<file path="config.mk">
export PLATFORM = sky130hd
export DESIGN_NAME = mcas_ctrl
export DESIGN_NICKNAME = d
export VERILOG_FILES = /design/src/hw/rtl/mcas_pkg.sv /design/src/hw/rtl/mcas_ctrl.sv
export SDC_FILE = /design/constraint.sdc
export NUM_CORES = 1
export LEC_CHECK = 0
export BUFFER_PORTS_ARGS = -buffer_cell sky130_fd_sc_hd__buf_4
export CORE_MARGIN = 2
export CORE_UTILIZATION = 50
export DETAILED_ROUTE_END_ITERATION = 10
export PLACE_DENSITY_LB_ADDON = 0.1
export SETUP_SLACK_MARGIN = 0.1
export SLEW_MARGIN = 20
export SYNTH_ARGS = -nofsm -noshare
export SYNTH_HDL_FRONTEND = slang
export SYNTH_SLANG_ARGS = --single-unit
</file>
<file path="constraint.sdc">
create_clock -name i_clk -period 1.8 [get_ports i_clk]
set_input_delay 0.18 -clock i_clk [delete_from_list [all_inputs] [get_ports i_clk]]
set_output_delay 0.18 -clock i_clk [all_outputs]
set_load 0.1 [all_outputs]
</file>
<file path="src/hw/rtl/mcas_pkg.sv">
// ----------------------------------------------------------------------------
// mcas_pkg
// Types, codes and constants shared by the assignment solver modules.
// ----------------------------------------------------------------------------
package mcas_pkg;

    localparam int MAX_SIZE_DEF  = 16;
    localparam int COST_BITS_DEF = 16;

    localparam int SIZE_W     = 5;
    localparam int IN_IDX_W   = 4;
    localparam int OUT_IDX_W  = 4;
    localparam int TOTAL_W    = 20;
    localparam int OUT_PAD_W  = 4;
    localparam int OUT_DATA_W = 2 * OUT_IDX_W + TOTAL_W + OUT_PAD_W;

    localparam logic [SIZE_W-1:0] MATRIX_SIZE_RESET = 5'd16;

    typedef enum logic [4:0] {
        S_LOAD, S_CM_RD, S_CM_MIN, S_CS_RD, S_CS_WR, S_INIT,
        S_GR_RD, S_GR_MIN, S_GM_RD, S_GM_CHK, S_LEFT,
        S_SC_ROW, S_SC_RD, S_SC_COL, S_MN, S_MN_END, S_RR, S_UP,
        S_AUG, S_AUG_DONE, S_RS,
        S_CK_RD, S_CK_USE, S_CK2_SET, S_CK2_RD, S_CK2_USE,
        S_TOT, S_OUT, S_FAIL
    } t_state;

    typedef enum logic [4:0] {
        C_LOAD, C_CM_RD, C_CM_MIN, C_CS_RD, C_CS_WR, C_INIT,
        C_GR_RD, C_GR_MIN, C_GM_RD, C_GM_CHK, C_LEFT,
        C_SC_ROW, C_SC_RD, C_SC_COL, C_MN, C_MN_END, C_RR, C_UP,
        C_AUG, C_AUG_DONE, C_RS,
        C_CK_RD, C_CK_USE, C_CK2_SET, C_CK2_RD, C_CK2_USE,
        C_TOT, C_OUT, C_FAIL
    } t_cmd;

    typedef struct packed {
        logic in_last_fire;
        logic out_fire;
        logic r_end;
        logic c_end;
        logic x_end;
        logic head_more;
        logic cnt_zero;
        logic left_one;
        logic gm_match;
        logic sc_hit;
        logic up_hit;
        logic mn_top;
        logic aug_bad;
        logic aug_end;
        logic ck_fail;
        logic ck2_bad;
        logic ck2_fail;
    } t_status;

endpackage

</file>
<file path="src/hw/rtl/mcas_ctrl.sv">
// ----------------------------------------------------------------------------
// mcas_ctrl
// Sequencer for the solver: steps through loading, reduction, matching,
// forest growth, augmenting, checking and result output.
// ----------------------------------------------------------------------------
module mcas_ctrl (
    input  logic              i_clk,
    input  logic              i_rst_n,
    input  mcas_pkg::t_status i_status,
    output mcas_pkg::t_cmd    o_cmd
);
    import mcas_pkg::*;

    t_state r_state;
    t_state n_state;

    always_ff @(posedge i_clk) begin
        if (!i_rst_n) begin
            r_state <= S_LOAD;
        end else begin
            r_state <= n_state;
        end
    end

    always_comb begin
        n_state = r_state;
        o_cmd   = C_LOAD;
        unique case (r_state)
            S_LOAD: begin
                o_cmd = C_LOAD;
                if (i_status.in_last_fire) n_state = S_CM_RD;
            end
            S_CM_RD: begin
                o_cmd   = C_CM_RD;
                n_state = S_CM_MIN;
            end
            S_CM_MIN: begin
                o_cmd   = C_CM_MIN;
                n_state = i_status.r_end ? S_CS_RD : S_CM_RD;
            end
            S_CS_RD: begin
                o_cmd   = C_CS_RD;
                n_state = S_CS_WR;
            end
            S_CS_WR: begin
                o_cmd = C_CS_WR;
                if (i_status.r_end) begin
                    n_state = i_status.c_end ? S_INIT : S_CM_RD;
                end else begin
                    n_state = S_CS_RD;
                end
            end
            S_INIT: begin
                o_cmd   = C_INIT;
                n_state = S_GR_RD;
            end
            S_GR_RD: begin
                o_cmd   = C_GR_RD;
                n_state = S_GR_MIN;
            end
            S_GR_MIN: begin
                o_cmd   = C_GR_MIN;
                n_state = i_status.c_end ? S_GM_RD : S_GR_RD;
            end
            S_GM_RD: begin
                o_cmd   = C_GM_RD;
                n_state = S_GM_CHK;
            end
            S_GM_CHK: begin
                o_cmd = C_GM_CHK;
                if (i_status.gm_match || i_status.c_end) begin
                    n_state = i_status.r_end ? S_LEFT : S_GR_RD;
                end else begin
                    n_state = S_GM_RD;
                end
            end
            S_LEFT: begin
                o_cmd   = C_LEFT;
                n_state = i_status.cnt_zero ? S_CK_RD : S_SC_ROW;
            end
            S_SC_ROW: begin
                o_cmd   = C_SC_ROW;
                n_state = i_status.head_more ? S_SC_RD : S_MN;
            end
            S_SC_RD: begin
                o_cmd   = C_SC_RD;
                n_state = S_SC_COL;
            end
            S_SC_COL: begin
                o_cmd = C_SC_COL;
                priority if (i_status.sc_hit) n_state = S_AUG;
                else if (i_status.c_end)      n_state = S_SC_ROW;
                else                          n_state = S_SC_RD;
            end
            S_MN: begin
                o_cmd   = C_MN;
                n_state = i_status.c_end ? S_MN_END : S_MN;
            end
            S_MN_END: begin
                o_cmd = C_MN_END;
                priority if (i_status.mn_top) n_state = S_FAIL;
                else if (i_status.cnt_zero)   n_state = S_UP;
                else                          n_state = S_RR;
            end
            S_RR: begin
                o_cmd   = C_RR;
                n_state = i_status.x_end ? S_UP : S_RR;
            end
            S_UP: begin
                o_cmd = C_UP;
                priority if (i_status.up_hit) n_state = S_AUG;
                else if (i_status.c_end)      n_state = S_SC_ROW;
                else                          n_state = S_UP;
            end
            S_AUG: begin
                o_cmd = C_AUG;
                priority if (i_status.aug_bad) n_state = S_FAIL;
                else if (i_status.aug_end)     n_state = S_AUG_DONE;
                else                           n_state = S_AUG;
            end
            S_AUG_DONE: begin
                o_cmd   = C_AUG_DONE;
                n_state = i_status.left_one ? S_CK_RD : S_RS;
            end
            S_RS: begin
                o_cmd   = C_RS;
                n_state = i_status.r_end ? S_SC_ROW : S_RS;
            end
            S_CK_RD: begin
                o_cmd   = C_CK_RD;
                n_state = S_CK_USE;
            end
            S_CK_USE: begin
                o_cmd = C_CK_USE;
                priority if (i_status.ck_fail)               n_state = S_FAIL;
                else if (i_status.c_end && i_status.r_end)   n_state = S_CK2_SET;
                else                                         n_state = S_CK_RD;
            end
            S_CK2_SET: begin
                o_cmd   = C_CK2_SET;
                n_state = i_status.ck2_bad ? S_FAIL : S_CK2_RD;
            end
            S_CK2_RD: begin
                o_cmd   = C_CK2_RD;
                n_state = S_CK2_USE;
            end
            S_CK2_USE: begin
                o_cmd = C_CK2_USE;
                priority if (i_status.ck2_fail) n_state = S_FAIL;
                else if (i_status.r_end)        n_state = S_TOT;
                else                            n_state = S_CK2_SET;
            end
            S_TOT: begin
                o_cmd   = C_TOT;
                n_state = i_status.r_end ? S_OUT : S_TOT;
            end
            S_OUT: begin
                o_cmd = C_OUT;
                if (i_status.out_fire && i_status.r_end) n_state = S_LOAD;
            end
            S_FAIL: begin
                o_cmd = C_FAIL;
                if (i_status.out_fire) n_state = S_LOAD;
            end
            default: begin
                o_cmd   = C_LOAD;
                n_state = S_LOAD;
            end
        endcase
    end

endmodule

</file>
==> reports/qor.txt <==
Area leader, netlist: dfxtp_1
WP depth: 6
Synth unique cells: 48
Async S/R FF share, synth: 0%
Final Instance Area: 1430 sq um
Relative slew slack: 71.9%
Fmax: 575 MHz
I/O pin count: 24
Fill count: 122
H-tree levels: 1
Clock Skew: 6.15 ps
Cells after synthesis: 140
Synth-to-Final Area Change: 53.1%
Yosys reg bits: 5
Final Hold Viols: 0
RePlAce Congestion: 1.07
Max incr delay on CP: 380 ps
Syn_nets: 159
Routed length per instance: 18.6 microns
ANT nets after route: 0
Leakage power: 0.603 nW
Inserted Clock Buffers: 3
Non-filler instance count after layout: 210
Reg2Reg Setup Slack: 60 ps
Post-DP Area: 1300 sq um
R2R Path End: r_state[0]$_SDFFE_PN0P_
Die width: 47.2 microns
Vias per cell: 6.87
CP max-delay cell: a211o_1
Via count: 1443
Max-cap violations: 0
Period utilisation layout: 96.6%
Total GRT Usage: 36.3%
R2r worst-path depth: 6
Seq/Total Area, Yosys: 10.7%
Largest net degree at the start of global routing: 18
Crit Reg-Reg Startpoint: r_state[1]$_SDFFE_PN0P_
CP max FO: 17
Avg Inst Size Synth: 6.68 sq um
Final setup viols: 0
CTS Root Cell: clkbuf_4
Hold depth: 2
Placed insts: 200
Pre-CTS WS: 38.3 ps
Worst EP required: 1960 ps
Power Dens Cells: 405 nW/um^2
Worst IR Drop VDD: 0.337 mV
Hold WC Path Type: in2reg
Initial core utilization: 53.5%
CORE AREA: 1750 sq um
Worst-margin pin slew: 417 ps
Post-Syn Area: 935 sq um
Power Total: 0.580 mW
First DRT Iteration DRCs: 141
Reg clk slew, reported paths: 50 ps
Ant. Diodes: 0
Later-pin clock latency in the skew report: 270 ps
Buf/Inv on CP: 2
First-pass GRT wire length: 5580 microns
Die height: 47.2 microns
Multi-input logic area: 768 sq um
Total die area: 2230 sq um
Routed wire length: 3900 microns
PortBufs: 23
Biggest register: r_state
Sink Count: 5
Top Registers: r_state (5)
Vias in the first global route: 1221
Post-layout util: 82.0%
Fin crit period: 1740 ps
Post-DP HPWL: 2690 microns
Synth area leaders: dfxtp_1 11%, buf_2 4.3%, nand3_1 4.3%
Critical path arrival: 1900 ps
Post-synth EDFFs: 0
Yosys synthesis warning count: 0
DRC: 0
Initial antenna violation count: 0
Largest register FFs: 5
HP Start: i_rst_n
# rows: 15
Status: finished, final reports clean
Unrepaired setup endpoints after global routing: yes
TritonCTS clock tree: done
Clk buf depth: 2
DR pass1 iterations: 6
Critical path's top delay family: compound AO/OA/AOI/OAI gates
Layout cell share with drive strength beyond 1: 41.1%
PnR worst setup slack: 60.8 ps
CTS Hold Bufs: 0
Final net count: 205
Slew Viols, Final: 0
Startpoint types: register
Setup TNS: 0 ps
Worst-case hold slack: 163 ps
GRT overflow: 0
Crit. End Element: register
Critical path class: reg2reg
Ys flop type: dfxtp_1
Worst path cell trace: buf_12 -> nand3b_1 -> a211o_1 -> buf_4 -> and2_1 -> a311oi_2
Synth top area share: 10.7%
Hold path endpoint: r_state[3]$_SDFFE_PN0P_
Reg area: 110 sq um
[cells in the final DEF (no fill, tap or decap), types with 3 or more instances in the layout]
master    netlist  final
nand4_1         6      6
inv_1           6      6
buf_12          0      3
a31oi_1         5      3
nor3_1          5      5
nor2_1         10      9
nand2b_1        3      3
nand2_1        10      9
o21ai_0         6      6
and3_1          3      3
nand3_1         8      8
a21oi_1         7      7
o22ai_1         4      4
buf_4           3     51
nor2b_1         4      3
clkbuf_4        0      3
[where the power goes]
part           switching (mW)  total [mW]  internal [mW]  leakage [nW]
sequential            0.00924       0.124          0.115        0.0431
clock                  0.0624       0.147         0.0849        0.0150
combinational           0.182       0.309          0.127         0.545
[worst max path at each step]
| stage | start | to | slack, ps |
|---|---|---|---|
| floorplan | r_state[2]$_SDFFE_PN0P_ | o_cmd[0] | -140 |
| global route | r_state[1]$_SDFFE_PN0P_ | r_state[0]$_SDFFE_PN0P_ | 10 |
| CTS | r_state[3]$_SDFFE_PN0P_ | o_cmd[2] | 110 |
| detailed placement | r_state[3]$_SDFFE_PN0P_ | r_state[0]$_SDFFE_PN0P_ | 40 |
| finish | r_state[1]$_SDFFE_PN0P_ | r_state[0]$_SDFFE_PN0P_ | 60 |
| global placement | r_state[3]$_SDFFE_PN0P_ | r_state[0]$_SDFFE_PN0P_ | 60 |
[Yosys cell counts (all sizes together), types with 2 or more instances]
cell      n
a311oi    2
clkbuf    3
o22ai     4
nand2    11
dfxtp     5
a21oi     7
o32ai     2
mux2i     2
buf      12
a31oi     5
nor3b     2
o2111ai   2
inv       6
o31ai     2
nand3     8
and2      2
and3      3
nor2     10
nor4      2
o31a      2
or4       2
nor3      5
nand2b    4
o21a      4
nand4     6
nor2b     4
nand3b    2
o21ai     6
[routing by layer]
metal / wire length, microns / vias up / global-route usage [%]
li1: - / 630 / -
met1: 1460 / 647 / 46.4
met2: 1710 / 129 / 55.7
met3: 496 / 37 / 8.08
met4: 240 / 0 / 20.6
met5: 0 / - / 0
[layout make-up]
class                   count  area share (%)
clock buffers               4            1.84
inverters                   6            1.57
multi-input cells         114            53.7
flip-flops and latches      5            7.69
well taps                  25            2.19
repair buffers             56            33.0
[cell families after synthesis]
group                     count (synthesis)  share of synthesized area [%]
AOI/OAI and AO/OA                        46                           34.8
xor gates and xnor gates                  1                          0.937
buffers and inverters                    21                           11.5
DFF                                       5                           10.7
muxes                                     2                           2.14
and+or+nand+nor                          65                           39.9
[worst register-to-register path, delay by kind of cell, from the launching register on]
family          cells  cell delay, ps
buf+inv             2             310
flops               1             370
compound gates      2             640
simple gates        2             320
[timing repair]
| action | in CTS | in global routing |
|---|---|---|
| endpoints found under the setup margin | 7 | 5 |
| gates cloned | 0 | 0 |
| pin swaps | 0 | 3 |
| resized for setup | 4 | 16 |
| setup buffers | 0 | 6 |
Note: power is estimated with default switching activity, not from simulation.
